--- src/hdl/frs_pkg.sv ---
// Shared types, codes and the CRC-8 step for the framed serial receiver.
package frs_pkg;

	// Inter-byte gap counter width (saturating).
	localparam int GAP_COUNTER_BITS = 16;

	localparam int QUEUE_DEPTH = 4;
	localparam int QUEUE_IDX_W = $clog2(QUEUE_DEPTH);
	localparam int QUEUE_CNT_W = $clog2(QUEUE_DEPTH + 1);

	localparam logic [7:0] CRC_POLY  = 8'h8C;
	localparam logic [7:0] HDR_BYTE  = 8'h4B; // 'K'
	localparam logic [7:0] HDR_REPLY = 8'h6B; // 'k'
	localparam logic [7:0] FTR_BYTE  = 8'h58; // 'X'
	localparam logic [7:0] FTR_REPLY = 8'h78; // 'x'

	typedef enum logic [2:0] {
		PH_IDLE,
		PH_LEN_HI,
		PH_LEN_LO,
		PH_DATA,
		PH_CHECK,
		PH_FOOTER
	} phase_t;

	typedef enum logic [2:0] {
		ST_OK         = 3'd0,
		ST_BAD_HEADER = 3'd1,
		ST_BAD_CHECK  = 3'd2,
		ST_BAD_FOOTER = 3'd3,
		ST_TIMEOUT    = 3'd4
	} status_t;

	typedef enum logic [2:0] {
		REG_CHECK_ENABLE = 3'd0,
		REG_NONBLOCKING  = 3'd1,
		REG_GAP_LIMIT    = 3'd2,
		REG_OK_CODE      = 3'd3,
		REG_FAIL_CODE    = 3'd4
	} cfg_reg_t;

	typedef enum logic {
		OP_BYTE = 1'b0,
		OP_TICK = 1'b1
	} op_t;

	// One result word.
	typedef struct packed {
		logic       payload_valid;
		logic [7:0] payload_byte;
		logic       reply_valid;
		logic [7:0] reply_byte;
		logic       frame_done;
		logic [2:0] status;
	} result_t;

	// Queue status seen by front and back.
	typedef struct packed {
		logic room;
		logic avail;
	} q_stat_t;

	// Reflected CRC-8, poly 0x8C, one byte.
	function automatic logic [7:0] crc8_step(input logic [7:0] crc_in, input logic [7:0] d_in);
		logic [7:0] c;
		logic [7:0] d;
		logic       mix;
		c = crc_in;
		d = d_in;
		for (int i = 0; i < 8; i++) begin
			mix = c[0] ^ d[0];
			c = {1'b0, c[7:1]};
			if (mix) begin
				c = c ^ CRC_POLY;
			end
			d = {1'b0, d[7:1]};
		end
		return c;
	endfunction

endpackage

--- src/hdl/frs_front.sv ---
// Front part: accepts line words, runs the frame parser and builds result words.
module frs_front (
	input  logic                clk,
	input  logic                arst_n,
	input  logic                s_tvalid,
	input  logic [7:0]          s_tdata,
	input  logic                s_tuser,
	input  logic                wr_en,
	input  logic [2:0]          wr_index,
	input  logic [15:0]         wr_data,
	input  frs_pkg::q_stat_t    q_stat,
	output logic                push,
	output frs_pkg::result_t    res
);
	import frs_pkg::*;

	localparam int GW    = GAP_COUNTER_BITS;
	localparam int CMP_W = (GW > 16) ? GW : 16;
	localparam logic [GW-1:0] GAP_MAX = {GW{1'b1}};

	logic          chk_en_q;
	logic          nb_q;
	logic [15:0]   limit_q;
	logic [7:0]    ok_code_q;
	logic [7:0]    fail_code_q;

	phase_t        phase_q, phase_d;
	logic [15:0]   len_q, len_d;
	logic [15:0]   seen_q, seen_d;
	logic [7:0]    crc_q, crc_d;
	logic [GW-1:0] gap_q, gap_d;

	logic          accept;
	logic          is_tick;
	logic          is_byte;
	logic          tick_live;
	logic          gap_ge;
	logic [15:0]   seen_inc;
	logic [7:0]    crc_next;
	phase_t        after_data;

	assign accept     = s_tvalid & q_stat.room;
	assign is_tick    = accept & (s_tuser == OP_TICK);
	assign is_byte    = accept & (s_tuser == OP_BYTE);
	assign tick_live  = is_tick & (phase_q != PH_IDLE) & nb_q;
	assign gap_ge     = CMP_W'(gap_q) >= CMP_W'(limit_q);
	assign seen_inc   = seen_q + 16'd1;
	assign crc_next   = crc8_step(crc_q, s_tdata);
	// check_enable is sampled when the data part ends
	assign after_data = chk_en_q ? PH_CHECK : PH_FOOTER;

	// config registers
	always_ff @(posedge clk or negedge arst_n) begin
		if (!arst_n) begin
			chk_en_q    <= 1'b1;
			nb_q        <= 1'b0;
			limit_q     <= 16'd1000;
			ok_code_q   <= 8'd0;
			fail_code_q <= 8'd2;
		end else if (wr_en) begin
			case (wr_index)
				REG_CHECK_ENABLE: chk_en_q    <= wr_data[0];
				REG_NONBLOCKING:  nb_q        <= wr_data[0];
				REG_GAP_LIMIT:    limit_q     <= wr_data;
				REG_OK_CODE:      ok_code_q   <= wr_data[7:0];
				REG_FAIL_CODE:    fail_code_q <= wr_data[7:0];
				default: ;
			endcase
		end
	end

	// next state and parser datapath
	always_comb begin
		phase_d = phase_q;
		len_d   = len_q;
		seen_d  = seen_q;
		crc_d   = crc_q;
		gap_d   = gap_q;
		if (tick_live) begin
			if (gap_ge) begin
				phase_d = PH_IDLE;
				gap_d   = '0;
			end else if (gap_q != GAP_MAX) begin
				gap_d = gap_q + GW'(1);
			end
		end else if (is_byte) begin
			gap_d = '0;
			case (phase_q)
				PH_IDLE: begin
					if (s_tdata == HDR_BYTE) begin
						phase_d = PH_LEN_HI;
						len_d   = '0;
						seen_d  = '0;
						crc_d   = '0;
					end
				end
				PH_LEN_HI: begin
					len_d   = {s_tdata, 8'd0};
					phase_d = PH_LEN_LO;
				end
				PH_LEN_LO: begin
					len_d   = {len_q[15:8], s_tdata};
					seen_d  = '0;
					phase_d = ({len_q[15:8], s_tdata} == 16'd0) ? after_data : PH_DATA;
				end
				PH_DATA: begin
					crc_d  = crc_next;
					seen_d = seen_inc;
					if (seen_inc >= len_q) begin
						phase_d = after_data;
					end
				end
				PH_CHECK: begin
					phase_d = (s_tdata != crc_q) ? PH_IDLE : PH_FOOTER;
				end
				PH_FOOTER: begin
					phase_d = PH_IDLE;
				end
				default: phase_d = PH_IDLE;
			endcase
		end
	end

	// result word
	always_comb begin
		push = 1'b0;
		res  = '0;
		if (tick_live) begin
			if (gap_ge) begin
				push           = 1'b1;
				res.frame_done = 1'b1;
				res.status     = ST_TIMEOUT;
			end
		end else if (is_byte) begin
			case (phase_q)
				PH_IDLE: begin
					push = 1'b1;
					if (s_tdata == HDR_BYTE) begin
						res.reply_valid = 1'b1;
						res.reply_byte  = HDR_REPLY;
					end else begin
						res.frame_done = 1'b1;
						res.status     = ST_BAD_HEADER;
					end
				end
				PH_DATA: begin
					push              = 1'b1;
					res.payload_valid = 1'b1;
					res.payload_byte  = s_tdata;
				end
				PH_CHECK: begin
					push            = 1'b1;
					res.reply_valid = 1'b1;
					if (s_tdata != crc_q) begin
						res.reply_byte = fail_code_q;
						res.frame_done = 1'b1;
						res.status     = ST_BAD_CHECK;
					end else begin
						res.reply_byte = ok_code_q;
					end
				end
				PH_FOOTER: begin
					push           = 1'b1;
					res.frame_done = 1'b1;
					if (s_tdata == FTR_BYTE) begin
						res.reply_valid = 1'b1;
						res.reply_byte  = FTR_REPLY;
						res.status      = ST_OK;
					end else begin
						res.status = ST_BAD_FOOTER;
					end
				end
				default: push = 1'b0;
			endcase
		end
	end

	always_ff @(posedge clk or negedge arst_n) begin
		if (!arst_n) begin
			phase_q <= PH_IDLE;
			len_q   <= '0;
			seen_q  <= '0;
			crc_q   <= '0;
			gap_q   <= '0;
		end else begin
			phase_q <= phase_d;
			len_q   <= len_d;
			seen_q  <= seen_d;
			crc_q   <= crc_d;
			gap_q   <= gap_d;
		end
	end

`ifndef SYNTHESIS
	// ticks while idle never produce a word
	a_idle_tick_silent: assert property (@(posedge clk) disable iff (!arst_n)
		(is_tick && phase_q == PH_IDLE) |-> !push)
		else $error("tick in idle produced a result");

	// payload words carry no reply and do not end the frame
	a_payload_alone: assert property (@(posedge clk) disable iff (!arst_n)
		(push && res.payload_valid) |-> (!res.reply_valid && !res.frame_done))
		else $error("payload word mixed with reply or end");

	// any received byte restarts the gap count
	a_gap_clear: assert property (@(posedge clk) disable iff (!arst_n)
		is_byte |=> (gap_q == '0))
		else $error("gap counter not cleared by byte");

	// frame end always leaves the parser idle
	a_done_to_idle: assert property (@(posedge clk) disable iff (!arst_n)
		(push && res.frame_done) |=> (phase_q == PH_IDLE))
		else $error("frame ended but parser not idle");
`endif

endmodule

--- src/hdl/frs_queue.sv ---
// Short result queue between the parser front and the output back part.
module frs_queue (
	input  logic             clk,
	input  logic             arst_n,
	input  logic             push,
	input  frs_pkg::result_t push_data,
	input  logic             pop,
	output frs_pkg::result_t head,
	output frs_pkg::q_stat_t q_stat
);
	import frs_pkg::*;

	result_t                mem [QUEUE_DEPTH];
	logic [QUEUE_IDX_W-1:0] wr_ptr_q;
	logic [QUEUE_IDX_W-1:0] rd_ptr_q;
	logic [QUEUE_CNT_W-1:0] count_q;
	logic                   do_pop;

	assign q_stat.room  = count_q < QUEUE_CNT_W'(QUEUE_DEPTH);
	assign q_stat.avail = count_q != '0;
	assign do_pop       = pop & q_stat.avail;
	assign head         = mem[rd_ptr_q];

	always_ff @(posedge clk) begin
		if (push) begin
			mem[wr_ptr_q] <= push_data;
		end
	end

	always_ff @(posedge clk or negedge arst_n) begin
		if (!arst_n) begin
			wr_ptr_q <= '0;
			rd_ptr_q <= '0;
			count_q  <= '0;
		end else begin
			if (push) begin
				wr_ptr_q <= wr_ptr_q + QUEUE_IDX_W'(1);
			end
			if (do_pop) begin
				rd_ptr_q <= rd_ptr_q + QUEUE_IDX_W'(1);
			end
			case ({push, do_pop})
				2'b10:   count_q <= count_q + QUEUE_CNT_W'(1);
				2'b01:   count_q <= count_q - QUEUE_CNT_W'(1);
				default: count_q <= count_q;
			endcase
		end
	end

endmodule

--- src/hdl/frs_back.sv ---
// Back part: output register that drains the queue onto the master stream.
module frs_back (
	input  logic             clk,
	input  logic             arst_n,
	input  frs_pkg::result_t head,
	input  frs_pkg::q_stat_t q_stat,
	output logic             pop,
	output logic             m_tvalid,
	input  logic             m_tready,
	output logic [23:0]      m_tdata,
	output logic [1:0]       m_tuser,
	output logic             m_tlast
);
	import frs_pkg::*;

	logic    valid_q;
	result_t word_q;

	assign pop      = q_stat.avail & (~valid_q | m_tready);
	assign m_tvalid = valid_q;
	assign m_tdata  = {5'd0, word_q.status, word_q.reply_byte, word_q.payload_byte};
	assign m_tuser  = {word_q.reply_valid, word_q.payload_valid};
	assign m_tlast  = word_q.frame_done;

	always_ff @(posedge clk or negedge arst_n) begin
		if (!arst_n) begin
			valid_q <= 1'b0;
		end else if (pop) begin
			valid_q <= 1'b1;
		end else if (m_tready) begin
			valid_q <= 1'b0;
		end
	end

	always_ff @(posedge clk) begin
		if (pop) begin
			word_q <= head;
		end
	end

endmodule

--- src/hdl/framed_serial_receiver_crc8.sv ---
// Top level of the framed serial receiver with CRC-8 check.
//
//  channel   direction  handshake          contents
//  s_*       in         s_tvalid/s_tready  tdata: line_byte; tuser: operation (0 byte, 1 tick)
//  m_*       out        m_tvalid/m_tready  tdata: payload_byte, reply_byte, status
//                                          tuser: payload_valid, reply_valid; tlast: frame_done
//  wr_*      in         wr_en              wr_index selects register, wr_data value
//
// One word per clock in while the result queue has room: the parser updates the
// frame state and CRC in the cycle a word is accepted, so a new byte or tick can
// follow in the next cycle. A result passes through the queue write and then the
// output register before m_tvalid rises, later if older results wait or m_tready is low.
// s_tready drops only when the 4-entry result queue is full, i.e. when the output
// side has stalled long enough; words that make no result still need a free slot.
// Asynchronous active-low reset returns the parser to idle and the registers to
// their defaults; no clearing pass is needed.
module framed_serial_receiver_crc8 (
	input  logic        clk,
	input  logic        arst_n,
	input  logic        s_tvalid,
	output logic        s_tready,
	input  logic [7:0]  s_tdata,  // [7:0] line_byte
	input  logic        s_tuser,  // [0] operation
	output logic        m_tvalid,
	input  logic        m_tready,
	output logic [23:0] m_tdata,  // [7:0] payload_byte, [15:8] reply_byte, [18:16] status
	output logic [1:0]  m_tuser,  // [0] payload_valid, [1] reply_valid
	output logic        m_tlast,  // frame_done
	input  logic        wr_en,
	input  logic [2:0]  wr_index,
	input  logic [15:0] wr_data
);
	import frs_pkg::*;

	q_stat_t q_stat;
	result_t push_data;
	result_t head;
	logic    push;
	logic    pop;

	assign s_tready = q_stat.room;

	// byte parser, CRC and gap timer
	frs_front u_front (
		.clk      (clk),
		.arst_n   (arst_n),
		.s_tvalid (s_tvalid),
		.s_tdata  (s_tdata),
		.s_tuser  (s_tuser),
		.wr_en    (wr_en),
		.wr_index (wr_index),
		.wr_data  (wr_data),
		.q_stat   (q_stat),
		.push     (push),
		.res      (push_data)
	);

	// decouples parser from output backpressure
	frs_queue u_queue (
		.clk       (clk),
		.arst_n    (arst_n),
		.push      (push),
		.push_data (push_data),
		.pop       (pop),
		.head      (head),
		.q_stat    (q_stat)
	);

	frs_back u_back (
		.clk      (clk),
		.arst_n   (arst_n),
		.head     (head),
		.q_stat   (q_stat),
		.pop      (pop),
		.m_tvalid (m_tvalid),
		.m_tready (m_tready),
		.m_tdata  (m_tdata),
		.m_tuser  (m_tuser),
		.m_tlast  (m_tlast)
	);

endmodule

--- config.mk ---
export PLATFORM = sky130hd
export DESIGN_NAME = framed_serial_receiver_crc8
export DESIGN_NICKNAME = d
export VERILOG_FILES = /design/src/hdl/frs_pkg.sv /design/src/hdl/frs_front.sv /design/src/hdl/frs_queue.sv /design/src/hdl/frs_back.sv /design/src/hdl/framed_serial_receiver_crc8.sv
export SDC_FILE = /design/constraint.sdc
export NUM_CORES = 1
export LEC_CHECK = 0
export BUFFER_PORTS_ARGS = -buffer_cell sky130_fd_sc_hd__buf_2
export CORE_ASPECT_RATIO = 0.8
export CORE_MARGIN = 4
export CORE_UTILIZATION = 60
export CTS_CLUSTER_SIZE = 10
export DETAILED_ROUTE_END_ITERATION = 8
export HOLD_SLACK_MARGIN = 0.12
export PLACE_DENSITY = 0.86
export SETUP_SLACK_MARGIN = 0.02
export SLEW_MARGIN = 20
export SYNTH_ARGS = -nofsm -noshare
export SYNTH_HDL_FRONTEND = slang
export SYNTH_SLANG_ARGS = --single-unit
--- constraint.sdc ---
create_clock -name clk -period 3.9 [get_ports clk]
set_input_delay 0.195 -clock clk [delete_from_list [all_inputs] [get_ports clk]]
set_output_delay 0.195 -clock clk [all_outputs]
set_load 0.05 [all_outputs]
==> flow_metrics.env <==
export IMPL_synth_area_leader_cell="edfxtp_1"
export IMPL_worstPathArrival_ps=3830
export IMPL_clock_skew_ps=20.41
export IMPL_gr_total_overflow=0
export IMPL_fp_dieH_um=123.4
export IMPL_num_vias=6836
export IMPL_crit_start="u_front.gap_q[0]"
export IMPL_gp_congestion=0.8407
export IMPL_grt_pass1_vias=6887
export IMPL_antenna_left=0
export IMPL_cts_tree="done"
export IMPL_synth_area_sq_um=9991
export IMPL_final_hold_violation_count=0
export IMPL_outcome="finished clean"
export IMPL_ys_warn_count=0
export IMPL_rows=41
export IMPL_drcViolationCount=0
export IMPL_dp_hpwl_mm=13.73
export IMPL_routed_via_density=6.055
export IMPL_rsz0062_at_grt="no"
export IMPL_fin_setup_tns_ps=0
export IMPL_finalSetupViolations=0
export IMPL_dieArea_sq_um=18790
export IMPL_htree_levels=1
export IMPL_portBuffers=56
export IMPL_whs_ps=217.2
export IMPL_r2r_start="u_front.gap_q[0]"
export IMPL_clk_pin_slew_worst_paths_ps=60
export IMPL_slew_viol_final=0
export IMPL_postSynth_asyncResetShare_pct=47.87
export IMPL_hold_path_class="input port to flip-flop"
export IMPL_period_minus_slack_ps=3390
export IMPL_yosysUniqueCellTypes=67
export IMPL_drt_iter0_drc=671
export IMPL_fin_crit_sh_pct=86.92
export IMPL_area_growth_pct=15.45
export IMPL_grt_max_degree=87
export IMPL_pin_count=62
export IMPL_worst_pin_slew_ps=1107
export IMPL_wl_per_cell_um=20.70
export IMPL_synth_area_per_cell_sq_um=12.49
export IMPL_power_density_nw_per_um2=657.3
export IMPL_cts_buffer_depth=3
export IMPL_drive_above_1_share_pct=18.60
export IMPL_grt_usage_pct=25.48
export IMPL_ir_drop_v=0.0003119
export IMPL_cts_buffers=25
export IMPL_holdCritStartpoint="wr_en"
export IMPL_ctsRootBufferMaster="clkbuf_16"
export IMPL_worstSetupPathType="flip-flop to flip-flop"
export IMPL_power_leakage_nw=4.731
export IMPL_synth_top_area_share_pct=33.06
export IMPL_insertion_delay_ps=530
export IMPL_relSlewSlack_pct=25.69
export IMPL_maxCapViolations=0
export IMPL_grt_pass1_wl_mm=38.04
export IMPL_core_area_sq_um=16060
export IMPL_grt_antenna_before_repair=0
export IMPL_clock_sinks=211
export IMPL_ys_ff_latch=211
export IMPL_syn_inst=800
export IMPL_endpoint_kind="flip-flop"
export IMPL_synth_seq_area_share_pct=58.46
export IMPL_start_kind="flip-flop"
export IMPL_synth_edf_count=110
export IMPL_cp_required_ps=4340
export IMPL_nets=968
export IMPL_synth_area_leaders="edfxtp_1 (33%), dfrtp_1 (23%), mux4_2 (5.0%)"
export IMPL_fmax_ghz=0.2950
export IMPL_start_util_pct=62.22
export IMPL_die_w_um=152.3
export IMPL_drtPass1Iterations=5
export IMPL_wirelength_mm=23.37
export IMPL_crit_path_max_fanout=7
export IMPL_antennaDiodeCount=0
export IMPL_post_cts_resized=0
export IMPL_synth_flop_cell="edfxtp_1"
power breakdown:
part | internal (mW) | total (mW) | switching, mW
registers | 2.83 | 3.18 | 0.347
clock network | 1.21 | 2.11 | 0.896
logic | 0.896 | 2.29 | 1.40
final timing paths:
path / cells past startpoint / to / slack (ps)
min: 4 / u_front.nb_q / 220
max in group asynchronous: 3 / u_front.fail_code_q[1] / 2770
max reg2reg: 13 / u_queue.count_q[2] / 510
max: 13 / u_queue.count_q[2] / 510
min in group asynchronous: 2 / u_front.seen_q[11] / 290
min reg2reg: 1 / u_front.crc_q[4] / 490
sequential cells by signal (all words and copies together), names as in the netlist, 16 cells and up:
name	flops
u_back.m_tdata	19
u_front.gap_q	16
u_front.len_q	16
u_front.limit_q	16
u_front.seen_q	16
u_queue.mem	88
area by class of cell:
| class | instances | area, sq um |
|---|---|---|
| Clock inverter | 2 | 28.78 |
| Timing Repair Buffer | 100 | 689.4 |
| Tap cell | 215 | 269.0 |
| Fill cell | 990 | 4522 |
| Multi-Input combinational cell | 507 | 3822 |
| Clock buffer | 44 | 696.9 |
| Inverter | 50 | 187.7 |
| Sequential cell | 211 | 5841 |
cells in the final DEF, fill, tap and decap left out, types with 7 or more instances in the layout:
cell and n:
nand4_1 14, buf_4 15, or3_1 7, clkbuf_1 19, xnor2_1 27, nor4_1 11, nand2_1 59, edfxtp_1 110
buf_2 55, mux2_2 26, and3_1 12, nand3_1 41, ha_1 39, dlygate4sd3_1 29, and2_1 10, clkbuf_16 25
a22o_1 11, dfrtp_1 93, a21oi_1 21, mux4_2 22, nor2_1 35, o21ai_0 60, inv_1 49, nor3_1 11
dfstp_2 8, o31ai_1 12, xor2_1 14
repair_timing:
action	4_1_cts	5_1_grt
hold endpoints to repair	129	0
hold buffers	29	0
buffers inserted	0	0
routing by layer:
metal | track usage, % | share of wire, % | routed length [um]
met1 | 34.29 | 41 | 9553
met2 | 44.09 | 50 | 11630
met3 | 4.024 | 6.6 | 1538
met4 | 6.906 | 2.8 | 647
met5 | 0 | 0 | 0
worst max-delay path, cell delays in order (launching register included):
cell	delay, ps
dfrtp_1	430
inv_1	80
ha_1	320
nand2b_4	150
a2111o_1	420
a311oi_2	500
a21o_4	250
and3_1	180
ha_1	180
inv_1	60
fa_1	370
xor2_1	150
nor2_1	110
xnor2_1	120
Yosys cell counts, types with 22 or more instances:
master	n
clkbuf_1	23
o21ai_0	60
inv_1	49
edfxtp_1	110
mux2_2	26
mux4_2	22
nand3_1	41
a21oi_1	22
dfrtp_1	93
xnor2_1	27
nor2_1	35
nand2_1	59
ha_1	39
per-stage QoR:
| stage | power [mW] | setup WS, ps | cell area, sq um | instances | util [%] |
|---|---|---|---|---|---|
| finish | 7.582 | 510.2 | 11530 | 1129 | 71.84 |
| global placement | 5.275 | 723.6 | 10510 | 1054 | 65.46 |
| global route | 7.940 | 214.9 | 11530 | 1129 | 71.84 |
| detailed placement | 5.395 | 622.1 | 10510 | 1054 | 65.46 |
| floorplan | 4.842 | 526.5 | 10010 | 804 | - |
| CTS | 7.551 | 540.5 | 11530 | 1129 | 71.78 |
cells by family after synthesis:
logic type / after synthesis / synth area share, %
buffers and inverters: 86 / 3.619
and+or+nand+nor: 228 / 11.62
xor gates and xnor gates: 42 / 3.832
muxes: 54 / 8.503
DFF: 211 / 58.46
other: 1 / 0.03753
AOI/OAI and AO/OA: 138 / 8.842
adders and majority gates: 40 / 5.085
(Power assumes the default switching activity.)
